## config.mk

```make
export PLATFORM = sky130hd
export DESIGN_NAME = square_channel_with_sweep
export DESIGN_NICKNAME = d
export VERILOG_FILES = /design/src/sv/sqch_pkg.sv /design/src/sv/sqch_in_reg.sv /design/src/sv/sqch_core.sv /design/src/sv/square_channel_with_sweep.sv
export SDC_FILE = /design/constraint.sdc
export NUM_CORES = 1
export LEC_CHECK = 0
export BUFFER_PORTS_ARGS = -buffer_cell sky130_fd_sc_hd__buf_2
export CAP_MARGIN = 10
export CORE_ASPECT_RATIO = 0.5
export CORE_MARGIN = 1.5
export CORE_UTILIZATION = 60
export CTS_CLUSTER_DIAMETER = 60
export DETAILED_ROUTE_END_ITERATION = 8
export PLACE_DENSITY = 0.78
export SLEW_MARGIN = 10
export SYNTH_ARGS = -nofsm -noshare
export SYNTH_HDL_FRONTEND = slang
export SYNTH_SLANG_ARGS = --single-unit
```

## constraint.sdc

```tcl
create_clock -name clk -period 7.42 [get_ports clk]
set_input_delay 1.484 -clock clk [delete_from_list [all_inputs] [get_ports clk]]
set_output_delay 1.484 -clock clk [all_outputs]
set_load 0.02 [all_outputs]
```

## src/sv/sqch_pkg.sv

```systemverilog
// Shared types, constants and helpers for the square channel with sweep.
// Used by sqch_in_reg, sqch_core and square_channel_with_sweep.
`default_nettype none

package sqch_pkg;

	// channel configuration constants
	localparam int LENGTH_BASE  = 64;
	localparam int LENGTH_BITS  = 6;
	localparam int PERIOD_SCALE = 4;

	// derived widths
	localparam int LEN_W   = $clog2(LENGTH_BASE + 1);
	localparam int PLEN_W  = $clog2(2048 * PERIOD_SCALE + 1);
	localparam int PLEFT_W = (PLEN_W + 1 > 15) ? PLEN_W + 1 : 15;
	localparam int TMR_W   = PLEFT_W + 2;

	localparam logic [7:0] LEN_MASK = 8'((1 << LENGTH_BITS) - 1);

	// period_left saturates to the signed 15-bit range
	localparam logic signed [TMR_W-1:0] PLEFT_MIN = TMR_W'(-16384);
	localparam logic signed [TMR_W-1:0] PLEFT_MAX = TMR_W'(16383);

	localparam logic [10:0] FREQ_MAX = 11'h7FF;
	localparam logic [3:0]  VOL_MAX  = 4'hF;

	typedef enum logic [2:0] {
		CMD_WRITE  = 3'd0,
		CMD_TIMER  = 3'd1,
		CMD_LENGTH = 3'd2,
		CMD_ENV    = 3'd3,
		CMD_SWEEP  = 3'd4
	} cmd_t;

	typedef enum logic [2:0] {
		REG_SWEEP = 3'd0,
		REG_DUTY  = 3'd1,
		REG_ENV   = 3'd2,
		REG_FLO   = 3'd3,
		REG_CTRL  = 3'd4
	} reg_sel_t;

	localparam int NUM_REGS = 5;

	// duty waveforms, one bit per step
	localparam logic [7:0] DUTY_TABLE [4] = '{8'b0000_0001, 8'b1000_0001,
		8'b1000_0111, 8'b0111_1110};

	typedef struct packed {
		logic [2:0]  command;
		logic [2:0]  reg_select;
		logic [7:0]  write_data;
		logic [9:0]  clock_count;
	} item_t;

	typedef struct packed {
		logic [3:0] sample;
		logic       channel_on;
		logic       dac_on;
	} result_t;

	typedef struct packed {
		logic fire;
		logic valid;
	} stage_ctl_t;

	// period reload: (2048 - freq) * PERIOD_SCALE
	function automatic logic [PLEN_W-1:0] period_of(input logic [10:0] freq);
		logic [PLEN_W+3:0] t;
		t = (PLEN_W + 4)'(12'd2048 - {1'b0, freq}) * (PLEN_W + 4)'(PERIOD_SCALE);
		return t[PLEN_W-1:0];
	endfunction

endpackage

`default_nettype wire

```

## src/sv/sqch_in_reg.sv

```systemverilog
// Input register for the square channel: holds one accepted item.
// Depends on sqch_pkg.
`default_nettype none

module sqch_in_reg (
	input  wire logic               clk,
	input  wire logic               arst_n,
	input  wire logic               in_valid,
	output logic                    in_ready,
	input  wire sqch_pkg::item_t    item_in,
	input  wire logic               advance,
	output sqch_pkg::stage_ctl_t    ctl,
	output sqch_pkg::item_t         item_s1
);
	import sqch_pkg::*;

	logic valid_s1;

	assign ctl.valid = valid_s1;
	assign ctl.fire  = valid_s1 & advance;
	assign in_ready  = ~valid_s1 | advance;

	always_ff @(posedge clk or negedge arst_n) begin
		if (!arst_n) begin
			valid_s1 <= 1'b0;
		end else if (in_ready) begin
			valid_s1 <= in_valid;
		end
	end

	always_ff @(posedge clk) begin
		if (in_ready && in_valid) begin
			item_s1 <= item_in;
		end
	end

endmodule

`default_nettype wire

```

## src/sv/sqch_core.sv

```systemverilog
// Channel state and its combinational update for one item; produces the result
// from the updated state. Depends on sqch_pkg.
`default_nettype none

module sqch_core (
	input  wire logic             clk,
	input  wire logic             arst_n,
	input  wire logic             fire,
	input  wire sqch_pkg::item_t  item,
	output sqch_pkg::result_t     res
);
	import sqch_pkg::*;

	logic [7:0]                regs_q [NUM_REGS];
	logic [7:0]                regs_d [NUM_REGS];
	logic [LEN_W-1:0]          len_q, len_d;
	logic                      len_en_q, len_en_d;
	logic [2:0]                env_pace_q, env_pace_d;
	logic [2:0]                env_cnt_q, env_cnt_d;
	logic                      env_up_q, env_up_d;
	logic [3:0]                vol_q, vol_d;
	logic [1:0]                duty_q, duty_d;
	logic [2:0]                step_q, step_d;
	logic [PLEN_W-1:0]         plen_q, plen_d;
	logic signed [PLEFT_W-1:0] pleft_q, pleft_d;
	logic [2:0]                sw_pace_q, sw_pace_d;
	logic [2:0]                sw_cnt_q, sw_cnt_d;
	logic                      en_q, en_d;
	logic                      dac_q, dac_d;

	// trigger values
	logic signed [9:0]  trig_len_raw;
	logic [LEN_W-1:0]   trig_len;
	logic [PLEN_W-1:0]  trig_period;
	logic               trig_dac;

	// timer
	logic signed [TMR_W-1:0] tmr_diff, tmr_sum, tmr_sat;
	logic                    tmr_wrap;

	// envelope
	logic [2:0] env_next;

	// sweep
	logic [10:0]       sw_freq, sw_delta, sw_dec, sw_new;
	logic [11:0]       sw_inc;
	logic              sw_over;
	logic [PLEN_W-1:0] sw_period;

	assign trig_len_raw = 10'(LENGTH_BASE) - 10'(regs_q[REG_DUTY] & LEN_MASK);
	assign trig_len     = trig_len_raw[9] ? '0 : LEN_W'(trig_len_raw);
	assign trig_period  = period_of({item.write_data[2:0], regs_q[REG_FLO]});
	assign trig_dac     = regs_q[REG_ENV][7:3] != 5'd0;

	assign tmr_diff = {{(TMR_W - PLEFT_W){pleft_q[PLEFT_W-1]}}, pleft_q}
		- TMR_W'(item.clock_count);
	assign tmr_wrap = tmr_diff[TMR_W-1] || (tmr_diff == '0);
	assign tmr_sum  = tmr_wrap ? tmr_diff + TMR_W'(plen_q) : tmr_diff;
	always_comb begin
		if (tmr_sum < PLEFT_MIN) begin
			tmr_sat = PLEFT_MIN;
		end else if (tmr_sum > PLEFT_MAX) begin
			tmr_sat = PLEFT_MAX;
		end else begin
			tmr_sat = tmr_sum;
		end
	end

	assign env_next = env_cnt_q + 3'd1;

	assign sw_freq   = {regs_q[REG_CTRL][2:0], regs_q[REG_FLO]};
	assign sw_delta  = sw_freq >> regs_q[REG_SWEEP][2:0];
	assign sw_inc    = {1'b0, sw_freq} + {1'b0, sw_delta};
	assign sw_dec    = sw_freq - sw_delta;
	assign sw_over   = ~regs_q[REG_SWEEP][3] && (sw_inc > {1'b0, FREQ_MAX});
	assign sw_new    = regs_q[REG_SWEEP][3] ? sw_dec : sw_inc[10:0];
	assign sw_period = period_of(sw_new);

	always_comb begin
		for (int i = 0; i < NUM_REGS; i++) begin
			regs_d[i] = regs_q[i];
		end
		len_d      = len_q;
		len_en_d   = len_en_q;
		env_pace_d = env_pace_q;
		env_cnt_d  = env_cnt_q;
		env_up_d   = env_up_q;
		vol_d      = vol_q;
		duty_d     = duty_q;
		step_d     = step_q;
		plen_d     = plen_q;
		pleft_d    = pleft_q;
		sw_pace_d  = sw_pace_q;
		sw_cnt_d   = sw_cnt_q;
		en_d       = en_q;
		dac_d      = dac_q;

		case (item.command)
			CMD_WRITE: begin
				case (item.reg_select)
					REG_SWEEP: regs_d[REG_SWEEP] = item.write_data;
					REG_DUTY:  regs_d[REG_DUTY]  = item.write_data;
					REG_ENV:   regs_d[REG_ENV]   = item.write_data;
					REG_FLO:   regs_d[REG_FLO]   = item.write_data;
					REG_CTRL: begin
						regs_d[REG_CTRL] = item.write_data;
						len_en_d = item.write_data[6];
						if (item.write_data[7]) begin
							len_d      = trig_len;
							env_pace_d = regs_q[REG_ENV][2:0];
							env_up_d   = regs_q[REG_ENV][3];
							vol_d      = regs_q[REG_ENV][7:4];
							env_cnt_d  = 3'd0;
							dac_d      = trig_dac;
							en_d       = trig_dac;
							duty_d     = regs_q[REG_DUTY][7:6];
							step_d     = 3'd0;
							plen_d     = trig_period;
							pleft_d    = PLEFT_W'(trig_period);
							sw_pace_d  = regs_q[REG_SWEEP][6:4];
							sw_cnt_d   = regs_q[REG_SWEEP][6:4];
						end
					end
					default: ;
				endcase
			end
			CMD_TIMER: begin
				pleft_d = PLEFT_W'(tmr_sat);
				if (tmr_wrap) begin
					step_d = step_q + 3'd1;
				end
			end
			CMD_LENGTH: begin
				if (len_en_q) begin
					if (len_q != '0) begin
						len_d = len_q - LEN_W'(1);
					end
					if (len_q <= LEN_W'(1)) begin
						en_d = 1'b0;
					end
				end
			end
			CMD_ENV: begin
				if (env_pace_q != 3'd0) begin
					env_cnt_d = env_next;
					if (env_next >= env_pace_q) begin
						env_cnt_d = 3'd0;
						if (env_up_q) begin
							if (vol_q != VOL_MAX) begin
								vol_d = vol_q + 4'd1;
							end
						end else if (vol_q != 4'd0) begin
							vol_d = vol_q - 4'd1;
						end
					end
				end
			end
			CMD_SWEEP: begin
				if (sw_pace_q == 3'd0) begin
					sw_pace_d = regs_q[REG_SWEEP][6:4];
					sw_cnt_d  = regs_q[REG_SWEEP][6:4];
				end else if (sw_cnt_q > 3'd1) begin
					sw_cnt_d = sw_cnt_q - 3'd1;
				end else begin
					sw_cnt_d = sw_pace_q;
					if (sw_over) begin
						en_d = 1'b0;
					end else if (regs_q[REG_SWEEP][2:0] != 3'd0) begin
						regs_d[REG_FLO]       = sw_new[7:0];
						regs_d[REG_CTRL][2:0] = sw_new[10:8];
						plen_d                = sw_period;
						pleft_d               = PLEFT_W'(sw_period);
					end
				end
			end
			default: ;
		endcase
	end

	assign res.sample     = DUTY_TABLE[duty_d][step_d] ? vol_d : 4'd0;
	assign res.channel_on = en_d;
	assign res.dac_on     = dac_d;

	always_ff @(posedge clk or negedge arst_n) begin
		if (!arst_n) begin
			for (int i = 0; i < NUM_REGS; i++) begin
				regs_q[i] <= 8'd0;
			end
			len_q      <= '0;
			len_en_q   <= 1'b0;
			env_pace_q <= 3'd0;
			env_cnt_q  <= 3'd0;
			env_up_q   <= 1'b0;
			vol_q      <= 4'd0;
			duty_q     <= 2'd0;
			step_q     <= 3'd0;
			plen_q     <= '0;
			pleft_q    <= '0;
			sw_pace_q  <= 3'd0;
			sw_cnt_q   <= 3'd0;
			en_q       <= 1'b0;
			dac_q      <= 1'b0;
		end else if (fire) begin
			for (int i = 0; i < NUM_REGS; i++) begin
				regs_q[i] <= regs_d[i];
			end
			len_q      <= len_d;
			len_en_q   <= len_en_d;
			env_pace_q <= env_pace_d;
			env_cnt_q  <= env_cnt_d;
			env_up_q   <= env_up_d;
			vol_q      <= vol_d;
			duty_q     <= duty_d;
			step_q     <= step_d;
			plen_q     <= plen_d;
			pleft_q    <= pleft_d;
			sw_pace_q  <= sw_pace_d;
			sw_cnt_q   <= sw_cnt_d;
			en_q       <= en_d;
			dac_q      <= dac_d;
		end
	end

endmodule

`default_nettype wire

```

## src/sv/square_channel_with_sweep.sv

```systemverilog
// Top level of the square sound channel with frequency sweep.
// Instantiates sqch_in_reg and sqch_core; uses sqch_pkg.
//
//   channel  signals                                        direction
//   input    in_valid/in_ready, command, reg_select,        in
//            write_data, clock_count
//   output   out_valid/out_ready, sample, channel_on, dac_on out
//
// An item is registered on accept; the channel state is updated and the result
// registered as it leaves the input register. One item per cycle is sustained
// while the output is not stalled; the input register advances whenever the
// result register is free or being drained. A stalled output holds one result
// and one waiting item. Reset clears the channel state and both valid flags.
`default_nettype none

module square_channel_with_sweep (
	input  wire logic       clk,
	input  wire logic       arst_n,
	input  wire logic       in_valid,
	output logic            in_ready,
	input  wire logic [2:0] command,
	input  wire logic [2:0] reg_select,
	input  wire logic [7:0] write_data,
	input  wire logic [9:0] clock_count,
	output logic            out_valid,
	input  wire logic       out_ready,
	output logic [3:0]      sample,
	output logic            channel_on,
	output logic            dac_on
);
	import sqch_pkg::*;

	item_t      item_in, item_s1;
	stage_ctl_t ctl;
	result_t    res, res_q;
	logic       out_valid_q;
	logic       advance;

	assign item_in = '{command: command, reg_select: reg_select,
		write_data: write_data, clock_count: clock_count};

	assign advance = ~out_valid_q | out_ready;

	sqch_in_reg u_in_reg (
		.clk      (clk),
		.arst_n   (arst_n),
		.in_valid (in_valid),
		.in_ready (in_ready),
		.item_in  (item_in),
		.advance  (advance),
		.ctl      (ctl),
		.item_s1  (item_s1)
	);

	sqch_core u_core (
		.clk    (clk),
		.arst_n (arst_n),
		.fire   (ctl.fire),
		.item   (item_s1),
		.res    (res)
	);

	always_ff @(posedge clk or negedge arst_n) begin
		if (!arst_n) begin
			out_valid_q <= 1'b0;
		end else if (advance) begin
			out_valid_q <= ctl.valid;
		end
	end

	always_ff @(posedge clk) begin
		if (ctl.fire) begin
			res_q <= res;
		end
	end

	assign out_valid  = out_valid_q;
	assign sample     = res_q.sample;
	assign channel_on = res_q.channel_on;
	assign dac_on     = res_q.dac_on;

endmodule

`default_nettype wire

```

==> results of run 1 <==
[cell families after synthesis]
| logic type | Yosys count | synth area share [%] |
|---|---|---|
| AND/OR/NAND/NOR | 347 | 18.5 |
| AO/OA/AOI/OAI | 303 | 21.2 |
| multiplexers | 59 | 7.20 |
| XOR/XNOR | 43 | 4.07 |
| adder cells (fa/ha/maj) | 65 | 9.11 |
| buffers and inverters | 109 | 4.49 |
| flip-flops | 125 | 35.4 |
[per-layer routing]
metal / vias up / share of wire (%)
met4: 0 / 2.6
met1: 3952 / 45
met3: 63 / 7.0
met5: - / 0
met2: 333 / 46
li1: 3867 / -
[metrics by stage]
stage / hold WS, ns / instance area (µm²)
after floorplan: 0.451 / 9260
after global placement: 0.467 / 9550
after detailed placement: 0.480 / 9550
after CTS: 0.492 / 10200
after global routing: 0.508 / 10200
final: 0.490 / 10200
[sequential cells by signal (all words and copies together) (netlist names), 2 cells and up]
register	flops
u_core.sw_pace_q	3
u_in_reg.item_s1	24
u_core.pleft_q	15
u_core.len_q	7
u_core.duty_q	2
u_core.plen_q	12
u_core.env_pace_q	3
u_core.vol_q	4
u_core.sw_cnt_q	3
u_core.regs_q	34
u_core.step_q	3
sample	4
u_core.env_cnt_q	3
[cells in the mapped netlist, drive strengths merged, types with 4 or more instances]
master	count	share of area [%]
o21bai	5	0.41
a21o	21	1.7
or4	6	0.49
and3	8	0.54
nand2	106	4.3
o21ai	80	4.3
a21boi	6	0.49
mux2i	16	1.7
mux2	41	5.0
nor2	80	3.2
a221oi	9	0.85
o31ai	7	0.57
buf	5	0.27
ha	61	8.2
nand4	5	0.34
nor2b	15	1.0
a211oi	28	2.5
nand2b	22	1.5
o211ai	12	0.97
nor3b	8	0.65
nand3b	8	0.65
a311oi	4	0.38
fa	4	0.87
xor2	20	1.9
or2	4	0.27
dfrtp	95	26
a21oi	64	3.5
and2	9	0.61
edfxtp	30	9.7
clkbuf	43	1.7
a31oi	15	1.0
o21a	11	0.89
inv	60	2.4
nor4	8	0.61
o22ai	14	0.95
nor3	23	1.2
or3	10	0.68
xnor2	23	2.2
nand3	23	1.2
[where the power goes]
part | leakage [nW] | internal (mW) | switching (mW)
logic | 2.62 | 0.944 | 1.42
clock network | 0.284 | 0.539 | 0.324
registers | 1.50 | 0.846 | 0.202
[layout make-up]
type                            count  area [µm²]  share of cell area [%]
Clock buffer                       20         447                    4.40
Clock inverter                     12         160                    1.58
Inverter                           61         229                    2.25
Multi-Input combinational cell    817        5570                    54.8
Sequential cell                   125        3280                    32.3
Tap cell                          198         248                    2.44
Timing Repair Buffer               42         230                    2.27
[worst max path at each step]
| stage | endpoint | start | depth (start not counted) |
|---|---|---|---|
| final | u_core.pleft_q[13] | u_core.regs_q[33] | 14 |
| after detailed placement | u_core.pleft_q[2] | out_ready | 9 |
| after global routing | u_core.pleft_q[2] | u_core.regs_q[33] | 15 |
| after floorplan | u_core.pleft_q[11] | u_core.regs_q[33] | 19 |
| after global placement | u_core.pleft_q[6] | out_ready | 9 |
| after CTS | u_core.pleft_q[13] | u_core.regs_q[33] | 14 |
[worst max-delay path, stage by stage (launching register included)]
cell and delay, ns:
dfrtp_1 0.76, mux2i_1 0.33, a21oi_1 0.13, a21oi_1 0.38, inv_1 0.16, ha_1 0.23, o21bai_1 0.28, a21oi_1 0.14
o311ai_1 0.34, a21oi_1 0.12, o21ai_1 0.25, a21oi_1 0.20, nor2b_1 0.98, nand2_1 0.52, o221ai_1 0.37
==> impl_metrics.ini, run 1 <==
[placed_design]
dp_hpwl_mm = 17.9
pre_cts_ws_ns = 2.31
placed_cells = 1243
port_buffers = 35
gp_congestion = 0.973

[run]
cap_violations = 0

[layout]
fin_util_pct = 68.7
area_growth_pct = 9.76
fin_cells = 1275
drive_gt1_share_pct = 11.6
mostFrequentLayoutCells = nand2_1 (106), dfrtp_1 (95), nor2_1 (80), o21ai_0 (76), a21oi_1 (64)
fillers = 1157
final_net_count = 1157
final_common_cell = nand2_1
diodes = 0

[setup_path]
r2r_slack_ns = 2.11
crit_type = register to register
cp.required_ns = 7.73
worstPathArrival_ns = 5.62
rr_startpoint = u_core.regs_q[33]
cp-end-kind = register
r2r_end = u_core.pleft_q[13]
crit_path_start_kind = register
ff2ff_path_depth = 14
cp_max_fo = 19

[floorplan]
die_w_um = 179
core_um2 = 14800
initial_core_util_pct = 62.6
die_y_um = 90.8
num_io_pins = 36
dieArea_um2 = 16200
rows = 31

[global_route]
grt_util_met3_pct = 7.32
gr-usage-met2_pct = 49.9
use_met1_pct = 40.9
antenna_found_initial = 0
grt_pass1_wl_mm = 38.9
grt_max_degree = 51
overflow = 0
busiest_layer = met2
grt_pass1_vias = 7815
grt_use_total_pct = 31.0

[synthesis]
ys_types = 73
syn_area_um2 = 9260
synth_flop_cell = dfrtp_1
synthArstFlopShare_pct = 76.0
synth_nets = 1144
netlist_instances = 1051
yosys_warnings = 0
synth_edf_count = 30
avgSynthCellArea_um2 = 8.81
ys_seq_area_share_pct = 35.4
ys_seq_elements = 125

[sta]
slew_viol_final = 0
relSlewSlack_pct = 17.0
clock_skew_ns = 0.0106
worst_pin_slew_ns = 1.24
fin_crit_sh_pct = 71.5
fin_ws_ns = 2.11
timing.fmax_mhz = 188
layout_min_cycle_time_ns = 5.31
rsz0062_at_grt = no
setup_tns_ns = 0
finalSetupViolCount = 0
hold_violations = 0

[routing]
wl_per_cell_um = 18.9
drc = 0
viasPerCell = 6.44
via_count = 8215
drt-initial-drc-count = 950
ant_nets = 0
dr.pass1.iters = 6
routed_wl_mm = 24.2

[clocking]
cts-htree-levels = 4
cts_tree = yes
insertion_delay_ns = 0.43
post_cts_resized = 0
post_cts.repair.setup_buffers = 0
cts_buffer_depth = 2
cts.reportedPaths.clkPinSlew_ns = 0.06
holdBufCountCts = 0
cts_sinks = 125
root_buffer = clkbuf_16
cts_made_buffers = 17

[power_and_ir_drop]
power_mw = 4.28
powerDensity_nw_per_um2 = 421
vdd_drop_max_mv = 0.298
leakagePower_nw = 4.40

[worst_hold_path]
whs_endpoint = out_valid
hold_start = u_in_reg.valid_s1
hold_class = register to register
hold_depth = 1

[status]
status = finished clean
Note: power is estimated with default switching activity, not from simulation.
==> inputs of run 2 (changes only) <==
--- a/config.mk
+++ b/config.mk
@@ -9,10 +9,10 @@
 export CAP_MARGIN = 10
 export CORE_ASPECT_RATIO = 0.5
 export CORE_MARGIN = 1.5
-export CORE_UTILIZATION = 60
+export CORE_UTILIZATION = 57
 export CTS_CLUSTER_DIAMETER = 60
 export DETAILED_ROUTE_END_ITERATION = 8
-export PLACE_DENSITY = 0.78
+export PLACE_DENSITY = 0.77
 export SLEW_MARGIN = 10
 export SYNTH_ARGS = -nofsm -noshare
 export SYNTH_HDL_FRONTEND = slang
==> constraint.sdc (replaced) <==
create_clock -name clk -period 4.68 [get_ports clk]
set_input_delay 0.936 -clock clk [delete_from_list [all_inputs] [get_ports clk]]
set_output_delay 0.936 -clock clk [all_outputs]
set_load 0.02 [all_outputs]
==> impl_metrics.ini, run 2 (synthesis gave the netlist of run 1 again) <==
[sta]
timing.hold.ws_ns = 0.494
clock_skew_ns = 0.0142
slew_viol_final = 0
fin_ws_ns = 0.190
rsz0062_at_grt = no
setup_tns_ns = 0
timing.fmax_mhz = 223
finalSetupViolCount = 0
layout_min_cycle_time_ns = 4.49
fin_crit_sh_pct = 95.9
hold_violations = 0
worst_pin_slew_ns = 0.922
relSlewSlack_pct = 38.5

[layout]
fillers = 1257
top_regs = u_core.regs_q: 34 flops, u_in_reg.item_s1: 24 flops, u_core.pleft_q: 15 flops
diodes = 0
post-route-cell-area_um2 = 10300
mostFrequentLayoutCells = nand2_1 (105), dfrtp_1 (94), nor2_1 (80), o21ai_0 (76), a21oi_1 (64)
top_register = u_core.regs_q
area_growth_pct = 11.2
fin_util_pct = 65.7
ff_latch_area_um2 = 3280
fin_cells = 1313
final_net_count = 1172
largest_register_ffs = 34
drive_gt1_share_pct = 13.6
final_common_cell = nand2_1
multi_input_area_um2 = 5600

[power_and_ir_drop]
vdd_drop_max_mv = 0.362
power_mw = 6.77
leakagePower_nw = 4.47
powerDensity_nw_per_um2 = 658

[routing]
via_count = 8322
routed_wl_mm = 24.4
dr.pass1.iters = 6
drc = 0
wl_per_cell_um = 18.6
ant_nets = 0
viasPerCell = 6.34
drt-initial-drc-count = 801

[global_route]
grt_max_degree = 69
grt_use_total_pct = 29.7
antenna_found_initial = 0
overflow = 0
grt_pass1_vias = 7967
grt_pass1_wl_mm = 39.4

[floorplan]
core_um2 = 15700
die_y_um = 93.1
num_io_pins = 36
rows = 32
initial_core_util_pct = 59.1
die_w_um = 183
dieArea_um2 = 17100

[clocking]
cts_made_buffers = 17
post_cts_resized = 0
cts-htree-levels = 4
insertion_delay_ns = 0.43
cts_buffer_depth = 2
cts_sinks = 125
root_buffer = clkbuf_16
post_cts.repair.setup_buffers = 0
cts_tree = yes
cts.reportedPaths.clkPinSlew_ns = 0.06
holdBufCountCts = 0

[placed_design]
dpl_cell_area_um2 = 9690
placed_cells = 1281
gp_congestion = 0.922
port_buffers = 35
pre_cts_ws_ns = 0.181
dp_hpwl_mm = 18.0

[setup_path]
cp.required_ns = 4.83
worstPathArrival_ns = 4.64
ff2ff_path_depth = 11
cp-end-kind = register
r2r_end = sample[3]
r2r_slack_ns = 0.19
cp_max_fo = 7
rr_startpoint = u_core.pleft_q[4]
crit_path_start_kind = register
crit_type = register to register

[run]
cap_violations = 0

[worst_hold_path]
hold_start = u_core.dac_q
hold_depth = 2
hold_class = register to register
whs_endpoint = u_core.dac_q

[status]
status = finished clean
## run 2: power by group
group,internal [mW],switching (mW)
sequential,1.34,0.305
clock,0.726,0.552
combinational,1.58,2.26
## run 2: routing by layer
metal | vias up | routed length, µm | track usage [%]
met4 | 0 | 464 | 10.2
met3 | 49 | 2000 | 6.93
met5 | - | 0 | 0
met1 | 4018 | 10900 | 40.2
li1 | 3888 | - | -
met2 | 367 | 11000 | 47.1
## run 2: how the worst max path moves through the flow
stage	start	slack (ns)	endpoint	cells past startpoint
after floorplan	u_core.regs_q[33]	0.36	u_core.pleft_q[11]	19
after global placement	u_core.regs_q[33]	0.28	u_core.pleft_q[11]	17
after detailed placement	u_core.regs_q[33]	0.18	u_core.pleft_q[9]	17
after CTS	u_core.regs_q[33]	0.16	u_core.pleft_q[9]	17
after global routing	u_core.regs_q[9]	0.004	u_core.pleft_q[9]	17
final	u_core.pleft_q[4]	0.19	sample[3]	11
## run 2: layout make-up
cell class	instances	area share, %
clock buffer	19	4.41
clock inverter	13	1.12
inverter	61	2.22
multi-input combinational	817	54.4
sequential	125	31.9
tap	221	2.69
timing repair buffer	57	3.33
## run 2: worst max-delay path: stages, from the launching register on
cell and delay (ns):
dfrtp_1 0.41, ha_1 0.41, a21o_1 0.25, a21oi_1 0.26, a21oi_1 0.14, o311ai_1 0.40
nand4b_1 0.32, or4_1 0.82, a211oi_2 0.47, nor3b_1 0.12, nor4_1 0.47, a311oi_1 0.14
